`src/hdl/cad_pkg.sv`:
```
// ----------------------------------------------------------------------------
// cad_pkg
// Shared codes and types for the circular array deque unit.
// ----------------------------------------------------------------------------
package cad_pkg;

  localparam int DEPTH_DEF = 16;
  localparam int VAL_W     = 32;

  localparam logic [2:0] REQ_INS_BACK  = 3'd0;
  localparam logic [2:0] REQ_INS_FRONT = 3'd1;
  localparam logic [2:0] REQ_REM_FRONT = 3'd2;
  localparam logic [2:0] REQ_REM_BACK  = 3'd3;
  localparam logic [2:0] REQ_LIST      = 3'd4;

  localparam logic [2:0] ST_OK          = 3'd0;
  localparam logic [2:0] ST_OVERFLOW    = 3'd1;
  localparam logic [2:0] ST_UNDERFLOW   = 3'd2;
  localparam logic [2:0] ST_NOT_ALLOWED = 3'd3;
  localparam logic [2:0] ST_EMPTY       = 3'd4;

  localparam logic [1:0] MODE_IN_RESTR  = 2'd1;
  localparam logic [1:0] MODE_OUT_RESTR = 2'd2;

  typedef struct packed {
    logic wr_en;
    logic rd_en;
  } ram_cmd_t;

  typedef struct packed {
    logic       valid;
    logic [2:0] status;
    logic       last;
    logic       from_ram;
  } res_t;

endpackage

```
`src/hdl/circular_array_deque_unit.sv`:
```
// ----------------------------------------------------------------------------
// circular_array_deque_unit
// Double-ended queue in a circular single-port-read / single-port-write RAM.
//
// Requests: start with req_type and item_value, taken when busy is low.
// Codes: insert back, insert front, remove front, remove back, list.
// Config: cfg_wr_en / cfg_wr_data set the restriction mode (input or
// output restricted); write it only while the unit is idle.
// Results: result_valid strobes one beat per cycle with status, out_value
// and last_result; the receiver cannot stall, results must be taken.
// Latency: the first result of a request appears the cycle after accept.
// Throughput: inserts, removes and error cases can be issued back to back.
// A listing of N elements gives N beats on consecutive cycles and holds
// busy high until its last element is read, one RAM read a cycle. A
// remove reads its value from the RAM in the accept cycle.
// Reset: rst (synchronous) empties the queue and clears the mode; RAM
// contents are not cleared and only occupied slots are ever read.
// ----------------------------------------------------------------------------
module circular_array_deque_unit import cad_pkg::*; #(
  parameter int DEPTH = DEPTH_DEF
) (
  input  logic             clk,
  input  logic             rst,
  input  logic             start,
  output logic             busy,
  input  logic [2:0]       req_type,
  input  logic [VAL_W-1:0] item_value,
  input  logic             cfg_wr_en,
  input  logic [1:0]       cfg_wr_data,
  output logic             result_valid,
  output logic [2:0]       status,
  output logic [VAL_W-1:0] out_value,
  output logic             last_result
);

  localparam int IW = $clog2(DEPTH);

  ram_cmd_t         ram_cmd;
  logic [IW-1:0]    wr_addr;
  logic [IW-1:0]    rd_addr;
  res_t             res;
  logic [VAL_W-1:0] slot_store [DEPTH];
  logic [VAL_W-1:0] rd_data;

  cad_ctrl #(
    .DEPTH(DEPTH)
  ) u_ctrl (
    .clk         (clk),
    .rst         (rst),
    .start       (start),
    .busy        (busy),
    .req_type    (req_type),
    .cfg_wr_en   (cfg_wr_en),
    .cfg_wr_data (cfg_wr_data),
    .ram_cmd     (ram_cmd),
    .wr_addr     (wr_addr),
    .rd_addr     (rd_addr),
    .res         (res)
  );

  always_ff @(posedge clk) begin
    if (ram_cmd.wr_en) begin
      slot_store[wr_addr] <= item_value;
    end
    if (ram_cmd.rd_en) begin
      rd_data <= slot_store[rd_addr];
    end
  end

  assign result_valid = res.valid;
  assign status       = res.status;
  assign last_result  = res.last;
  assign out_value    = res.from_ram ? rd_data : '0;

endmodule

```
`src/hdl/cad_ctrl.sv`:
```
// ----------------------------------------------------------------------------
// cad_ctrl
// Request decode, front/back index tracking, mode register and list sequencer.
// ----------------------------------------------------------------------------
module cad_ctrl import cad_pkg::*; #(
  parameter int DEPTH = DEPTH_DEF,
  localparam int IW   = $clog2(DEPTH)
) (
  input  logic             clk,
  input  logic             rst,
  input  logic             start,
  output logic             busy,
  input  logic [2:0]       req_type,
  input  logic             cfg_wr_en,
  input  logic [1:0]       cfg_wr_data,
  output ram_cmd_t         ram_cmd,
  output logic [IW-1:0]    wr_addr,
  output logic [IW-1:0]    rd_addr,
  output res_t             res
);

  localparam logic S_IDLE = 1'b0;
  localparam logic S_LIST = 1'b1;

  logic          state, state_next;
  logic [IW-1:0] front, front_next;
  logic [IW-1:0] back, back_next;
  logic          empty, empty_next;
  logic [IW-1:0] pos, pos_next;
  logic [IW-1:0] cnt, cnt_next;
  logic [1:0]    mode;
  res_t          res_next;
  logic          accept;
  logic          full;
  logic          list_last;

  function automatic logic [IW-1:0] wrap_inc(input logic [IW-1:0] i);
    return (i == IW'(DEPTH - 1)) ? '0 : i + 1'b1;
  endfunction

  function automatic logic [IW-1:0] wrap_dec(input logic [IW-1:0] i);
    return (i == '0) ? IW'(DEPTH - 1) : i - 1'b1;
  endfunction

  assign busy   = (state == S_LIST);
  assign accept = start && !busy;
  assign full   = !empty && (wrap_inc(back) == front);

  always_comb begin
    state_next = state;
    front_next = front;
    back_next  = back;
    empty_next = empty;
    pos_next   = pos;
    cnt_next   = cnt;
    res_next   = '0;
    ram_cmd    = '0;
    wr_addr    = '0;
    rd_addr    = pos;
    list_last  = (pos == back) || (cnt == IW'(DEPTH - 1));
    if (state == S_LIST) begin
      ram_cmd.rd_en     = 1'b1;
      res_next.valid    = 1'b1;
      res_next.status   = ST_OK;
      res_next.last     = list_last;
      res_next.from_ram = 1'b1;
      pos_next          = wrap_inc(pos);
      cnt_next          = cnt + 1'b1;
      if (list_last) begin
        state_next = S_IDLE;
      end
    end else if (accept) begin
      res_next.valid = 1'b1;
      res_next.last  = 1'b1;
      case (req_type)
        REQ_INS_BACK, REQ_INS_FRONT: begin
          if (req_type == REQ_INS_FRONT && mode == MODE_IN_RESTR) begin
            res_next.status = ST_NOT_ALLOWED;
          end else if (full) begin
            res_next.status = ST_OVERFLOW;
          end else begin
            res_next.status = ST_OK;
            ram_cmd.wr_en   = 1'b1;
            if (empty) begin
              wr_addr    = '0;
              front_next = '0;
              back_next  = '0;
              empty_next = 1'b0;
            end else if (req_type == REQ_INS_BACK) begin
              wr_addr   = wrap_inc(back);
              back_next = wrap_inc(back);
            end else begin
              wr_addr    = wrap_dec(front);
              front_next = wrap_dec(front);
            end
          end
        end
        REQ_REM_FRONT, REQ_REM_BACK: begin
          if (req_type == REQ_REM_BACK && mode == MODE_OUT_RESTR) begin
            res_next.status = ST_NOT_ALLOWED;
          end else if (empty) begin
            res_next.status = ST_UNDERFLOW;
          end else begin
            res_next.status   = ST_OK;
            res_next.from_ram = 1'b1;
            ram_cmd.rd_en     = 1'b1;
            rd_addr           = (req_type == REQ_REM_FRONT) ? front : back;
            if (front == back) begin
              empty_next = 1'b1;
              front_next = '0;
              back_next  = '0;
            end else if (req_type == REQ_REM_FRONT) begin
              front_next = wrap_inc(front);
            end else begin
              back_next = wrap_dec(back);
            end
          end
        end
        REQ_LIST: begin
          if (empty) begin
            res_next.status = ST_EMPTY;
          end else begin
            res_next.status   = ST_OK;
            res_next.from_ram = 1'b1;
            ram_cmd.rd_en     = 1'b1;
            rd_addr           = front;
            res_next.last     = (front == back);
            pos_next          = wrap_inc(front);
            cnt_next          = IW'(1);
            if (front != back) begin
              state_next = S_LIST;
            end
          end
        end
        default: begin
          res_next.status = ST_NOT_ALLOWED;
        end
      endcase
    end
  end

  always_ff @(posedge clk) begin
    if (rst) begin
      state <= S_IDLE;
      front <= '0;
      back  <= '0;
      empty <= 1'b1;
      mode  <= '0;
      res   <= '0;
      pos   <= '0;
      cnt   <= '0;
    end else begin
      state <= state_next;
      front <= front_next;
      back  <= back_next;
      empty <= empty_next;
      res   <= res_next;
      pos   <= pos_next;
      cnt   <= cnt_next;
      if (cfg_wr_en) begin
        mode <= cfg_wr_data;
      end
    end
  end

endmodule

```
`config.mk`:
```
export PLATFORM = sky130hd
export DESIGN_NAME = circular_array_deque_unit
export DESIGN_NICKNAME = d
export VERILOG_FILES = /design/src/hdl/cad_pkg.sv /design/src/hdl/circular_array_deque_unit.sv /design/src/hdl/cad_ctrl.sv
export SDC_FILE = /design/constraint.sdc
export NUM_CORES = 1
export LEC_CHECK = 0
export BUFFER_PORTS_ARGS = -buffer_cell sky130_fd_sc_hd__buf_2
export CORE_ASPECT_RATIO = 0.7
export CORE_MARGIN = 2
export CORE_UTILIZATION = 65
export CTS_BUF_LIST = sky130_fd_sc_hd__clkbuf_16
export DETAILED_ROUTE_END_ITERATION = 8
export PLACE_DENSITY = 0.9
export SKIP_LAST_GASP = 1
export SLEW_MARGIN = 40
export SYNTH_ARGS = -nofsm -noshare
export SYNTH_HDL_FRONTEND = slang
export SYNTH_SLANG_ARGS = --single-unit
```
`constraint.sdc`:
```
create_clock -name clk -period 11.6 [get_ports clk]
set_input_delay 2.32 -clock clk [delete_from_list [all_inputs] [get_ports clk]]
set_output_delay 2.32 -clock clk [all_outputs]
set_load 0.02 [all_outputs]
```
---- Word level (Yosys, flattened, before mapping) ----
Memory sizes are Yosys's and may differ from the RTL's. A register that Yosys moved wholly into a read port is not among the register bits.
Index checks and enable logic that the tools add are counted.
cells by class
  bitwise logic cells ..................... 2
  equality and inequality tests ........... 23
  $lt $le $gt $ge ......................... 0
  mux-type cells .......................... 80
  shifts and indexed selects .............. 0
  $add $sub $neg .......................... 6
  reduce and logical (&&, ||, !) cells .... 20
  $mul .................................... 0
  divide/modulo/power cells ............... 0
operator list
  cell                                                                      count
  4-bit two-way mux                                                         42
  32-bit two-way mux                                                        1
  4-bit one-hot mux with 2 select lines                                     3
  1-bit two-way mux                                                         22
  9-bit AND reduction                                                       2
  4-bit by 1-bit adder with 4-bit output (second input constant)            4
  4-bit equality test (second input constant)                               4
  4-bit equality test                                                       3
  6-bit two-way mux                                                         2
  3-bit two-way mux                                                         3
  3-bit one-hot mux with 3 select lines                                     1
  4-bit logical NOT                                                         2
  2-bit inequality test (second input constant)                             4
  4-bit by 1-bit subtractor with 4-bit output (second input constant)       2
  3-bit by 2-bit equality test with 1-bit output (second input constant)    2
  2-bit two-way mux                                                         3
  3-bit by 1-bit inequality test with 1-bit output (second input constant)  2
  1-bit one-hot mux with 2 select lines                                     3
  6-bit AND reduction                                                       1
  2-bit nonzero test                                                        3
  1-bit logical AND                                                         4
  4-bit inequality test                                                     1
  2-bit OR reduction                                                        2
  3-bit by 1-bit equality test with 1-bit output (second input constant)    1
  other kinds (12)                                                          14
word-level totals
  bits of input ports ..................... 41
  latch bits .............................. 0
  RAM bits ................................ 512
  logic and storage cells ................. 143
  flip-flop bits (word level) ............. 26
  ROM bits ................................ 0
  memories kept ........................... 1
memories
  memory      depth  width  rd ports  clocked after memory_dff  wr ports  line                             RTL
  slot_store  16     32     1         1                         1         circular_array_deque_unit.sv:42  logic [VAL_W-1:0] slot_store [DEPTH];

---- Depth between registers and ports, before layout ----
  depth in word-level cells ............... 11
  gate-level depth with buffers ........... 10

---- Modules after synthesis ----
A second synthesis with hierarchy kept.
unflattened totals
  cells, all modules ...................... 1120
  area total of the unflattened synthesis .. 22320.2 sq um
modules (own cells, without submodules)
  module                     sequential area each (sq um)  cells each  area an instance (sq um)  instances
  circular_array_deque_unit  16335.7                       873         20367.0                   1
  cad_ctrl                   520.5                         247         1953.1                    1

---- Least setup slack after synthesis ----
OpenSTA, ideal clock, no wires.
  path kind ............................... input to register
  start ................................... input req_type[0]
  end ..................................... memory slot_store[0][0] (enable)
  required time ........................... 11.132 ns
  cell stages on the path ................. 7
  data arrival time ....................... 5.894 ns
  path buffers ............................ 2
  slack ................................... 5.238 ns
  path through ............................ buf_2 or3_1 clkbuf_1 o21ai_0 nand2_1 and3_1 nor3b_1
between the ends
  longest elaborated chain between the ends .. 8
  elaborated cells between the ends (all ways) .. 17
  classes of those cells .................. eq/ne (1); mux (13); reduce/logical (3)
ends and longest elaborated chain
  item                                                                                 line                                             RTL
  start, declared                                                                      circular_array_deque_unit.sv:26                  input logic [2:0] req_type,
  3-bit logical NOT or 3-bit by 1-bit equality test with 1-bit output (tied branches)  cad_ctrl.sv:75, cad_ctrl.sv:89, cad_ctrl.sv:77
  4-bit two-way mux or 1-bit logical AND (tied branches)                               cad_ctrl.sv:89, cad_ctrl.sv:77
  4-bit two-way mux or 1-bit two-way mux (tied branches)                               cad_ctrl.sv:84, cad_ctrl.sv:77
  4-bit two-way mux or 1-bit two-way mux (tied branches)                               cad_ctrl.sv:79, cad_ctrl.sv:75
  4-bit two-way mux or 2-bit two-way mux (tied branches)                               cad_ctrl.sv:77, cad_ctrl.sv:72
  4-bit two-way mux or 1-bit two-way mux (tied branches)                               cad_ctrl.sv:75, cad_ctrl.sv:61
  4-bit two-way mux or 1-bit two-way mux (tied branches)                               cad_ctrl.sv:72, circular_array_deque_unit.sv:62
  4-bit two-way mux or 1-bit two-way mux (tied branches)                               cad_ctrl.sv:61, circular_array_deque_unit.sv:63
  end, declared                                                                        circular_array_deque_unit.sv:42
Parallel ways exist; a longest one is shown, timed or not.

---- Final worst setup path ----
  start ................................... input req_type[1]
  end ..................................... register rd_data[13] (read register of slot_store) (data pin)
between the ends
  longest elaborated chain between the ends .. 7
  elaborated cells between the ends (all ways) .. 15
  classes of those cells .................. eq/ne (3); mux (10); reduce/logical (2)
ends and longest elaborated chain
  item                                            line                             RTL
  3-bit by 2-bit equality test with 1-bit output  cad_ctrl.sv:75, cad_ctrl.sv:107
  4-bit two-way mux                               cad_ctrl.sv:107                  rd_addr = (req_type == REQ_REM_FRONT) ? front : back;
  4-bit two-way mux                               cad_ctrl.sv:101                  end else if (empty) begin
  4-bit two-way mux                               cad_ctrl.sv:99                   if (req_type == REQ_REM_BACK && mode == MODE_OUT_RESTR) begin
  4-bit one-hot mux with 2 select lines           cad_ctrl.sv:75                   case (req_type)
  4-bit two-way mux                               cad_ctrl.sv:72                   end else if (accept) begin
  4-bit two-way mux                               cad_ctrl.sv:61                   if (state == S_LIST) begin
  end, declared                                   circular_array_deque_unit.sv:43  logic [VAL_W-1:0] rd_data;
Parallel ways exist; a longest one is shown, timed or not.
A chain may end at the register's enable or synchronous reset.

==> results by group <==
Run status
  – Status: finished clean

Clock tree
  – CTS tree: yes
  – TritonCTS Buffers: 48
  – Post-CTS Setup Bufs: 0
  – Post-CTS Resized: 0
  – Clock root buffer: clkbuf_16
  – Clk buf depth: 3
  – H-Tree Depth: 2
  – Later-pin clock latency in the skew report: 0.59 ns
  – CTS Hold Bufs: 0
  – Clock Pin Slew Worst Setup and Hold Paths: 0.07 ns
  – Clock sink count: 570

STA
  – Final Hold Fails: 0
  – Clk_skew: 0.0247 ns
  – Final worst slack: 5.32 ns
  – Part of the cycle the worst path needs: 54.1%
  – Worst slew margin: 44.7%
  – Count of final setup violators: 0
  – Slew at the pin closest to its max-slew limit: 0.829 ns
  – Final Critical Period: 6.28 ns
  – Slew Limit Fails: 0
  – RSZ-0062 raised after global routing: false
  – Fmax: 0.159 GHz
  – Setup_tns: 0 ns
  – Hold WS: 0.518 ns

Worst setup path
  – Worst setup EP type: register
  – Startpoint Class: input port
  – Worst path arrival time: 6.59 ns
  – R2R depth: 11
  – WP data required: 11.91 ns
  – WS Path Type: in -> reg
  – Critical-path maximum fanout: 80

Floorplan
  – Die ar.: 0.0365 mm²
  – Ports: 79
  – Core box area: 0.0346 mm²
  – Initial Utilization: 65.7%
  – Die H: 160 µm
  – Site Rows: 57
  – Die Wd: 227 µm

Place
  – Post-Place Cells: 1843
  – Placer congestion estimate: 0.930
  – Port bufs: 78
  – Detailed placement HPWL: 27500 µm
  – Dpl ws: 4.67 ns

Route
  – DRT iter0 DRCs: 1724
  – Drt pass-1 iters: 5
  – Vias per inst: 6.72
  – Post-route ant nets: 0
  – Drt wl/cell: 27.9 µm
  – Residual DRC count: 0
  – Drt total wl: 53900 µm
  – Total number of vias: 13000

Cells and area
  – Non-filler instance count after layout: 1934
  – Fraction of layout cells with a size suffix above 1: 14.3%
  – Area grow syn2layout: 11.3%
  – Nets@finish: 1469

Synthesis
  – Post-synth EDFFs: 544
  – Most used DFF post-synth: edfxtp_1
  – Seq/Total Area, Yosys: 74.2%
  – Synth Area per Inst: 16.9 µm²
  – Asr flop ratio synth: 0%
  – Top cell type's share of synthesized area: 71.9%
  – Mapped Nets: 1395
  – Largest area contributor in the synthesized netlist: edfxtp_1
  – YS warnings: 0
  – Cell with the most instances after synthesis: edfxtp_1
  – Synth area leaders: edfxtp_1 72%, mux2i_1 12%, o22ai_1 3.6%
  – #FFs+latches synth: 570
  – Post-synth design cell area: 0.0227 mm²
  – Cells after synthesis: 1348
  – Library cells used by synthesis: 58
  – Synth top cells by count: 544 x edfxtp_1, 262 x mux2i_1, 130 x o22ai_1

Power and ir drop
  – Sw Ratio: 20.0%
  – Seq pwr share: 56.9%
  – Cell-internal power: 3190 µW
  – NetSw: 800 µW
  – Worst VDD drop: 204 µV
  – Pleak: 0.00998 µW
  – Pwr dens: 158 mW/mm²
  – Clock power frac: 40.3%
  – Share of total power in combinational logic: 2.8%

Global route
  – Total gr overflow: 0
  – Antenna violations before repair: 4
  – First-pass GRT wire length: 78900 µm
  – Total track usage: 29.8%
  – Number of global-route vias before repair: 12700
  – Largest net degree at the start of global routing: 81

Worst hold path
  – Worst hold path type: reg -> reg
  – Hold Crit Depth: 2

Flow run
  – Reported max-cap violation count: 0
==> critical path, cell delays in order <==
cell	delay (ns)
buf_2	0.21
and2b_1	0.28
o21ai_1	0.33
a21oi_1	0.17
a21oi_4	0.40
buf_16	0.22
buf_4	0.61
buf_12	0.53
buf_16	0.40
mux2i_1	0.31
o22ai_1	0.15
or4_1	0.52
==> placed cells by master (no fill, tap or decap), types with 3 or more instances in the layout <==
cell type / count
nand2b_1: 6
a22oi_1: 7
dfxtp_1: 26
nand3_1: 7
nand4_1: 10
nor3b_1: 3
and3b_1: 3
xnor2_1: 10
clkbuf_16: 49
xor2_1: 8
clkinv_2: 6
nor3_1: 3
edfxtp_1: 544
ha_1: 6
a21oi_1: 19
clkinvlp_4: 3
o21ai_0: 9
a31oi_1: 6
nor2b_1: 6
or4_1: 32
nand2_1: 17
nor2_1: 29
bufinv_16: 6
a21o_1: 3
mux2i_1: 262
buf_2: 78
o21ai_1: 3
clkinv_1: 16
nor4_1: 5
nand3_2: 4
o22ai_1: 130
a211oi_1: 10
inv_1: 18
nor2_4: 15
buf_4: 23
and2_1: 34
nand3_4: 5
==> routing by layer <==
layer  global-route usage, %  vias to the layer above  part of all wire [%]
met4                    10.4                        2                   3.0
li1                        -                     5521                     -
met2                    47.6                      826                    49
met5                       0                        -                 0.022
met3                    5.58                      130                    10
met1                    41.8                     6517                    38
==> per-stage QoR <==
stage	utilization, %	power [µW]	instance area [µm²]
2_1_floorplan	-	2370	22700
3_3_place_gp	68.3	2420	23600
3_5_place_dp	68.5	2420	23700
4_1_cts	72.9	4000	25200
5_1_grt	73.1	4080	25300
6_report	73.1	3990	25300
==> kinds of logic after synthesis <==
kind of cell | after synthesis | synth area share (%)
flip-flops | 570 | 74.2
AND/OR/NAND/NOR | 193 | 5.21
XOR/XNOR | 18 | 0.694
AO/OA/AOI/OAI | 206 | 5.95
adder cells (fa/ha/maj) | 6 | 0.330
multiplexers | 264 | 11.6
buffers and inverters | 91 | 2.00
==> path summary, 6_finish.rpt <==
check / to / from / slack [ns]
setup reg to reg: rd_data[13] / u_ctrl.busy / 6.61
setup / recovery: rd_data[13] / req_type[1] / 5.32
hold / removal: u_ctrl.cnt[2] / u_ctrl.cnt[2] / 0.52
hold reg to reg: u_ctrl.cnt[2] / u_ctrl.cnt[2] / 0.52
==> registers in the layout (all words and copies together), names as in the netlist <==
signal,flops
slot_store,512
rd_data,32
u_ctrl.res,6
u_ctrl.back,4
u_ctrl.cnt,4
u_ctrl.front,4
u_ctrl.pos,4
u_ctrl.mode,2
u_ctrl.busy,1
u_ctrl.empty,1
==> layout make-up <==
cell class | count | area, µm²
diodes | 2 | 5.00
clock buffers | 49 | 1230
clock inverters | 39 | 323
fillers | 1982 | 9310
inverters | 10 | 37.5
multi-input cells | 687 | 5600
flip-flops and latches | 570 | 16900
well taps | 472 | 591
repair buffers | 105 | 649
==> power by group through the flow <==
stage                     combinational (µW)  clock (µW)  sequential, µW
after floorplan                         64.2           0            2310
after global routing                     120        1690            2270
after global placement                   101           0            2310
after detailed placement                 107           0            2320
final                                    112        1610            2270
after CTS                                108        1620            2270
Power figures use the tool's default switching activity.
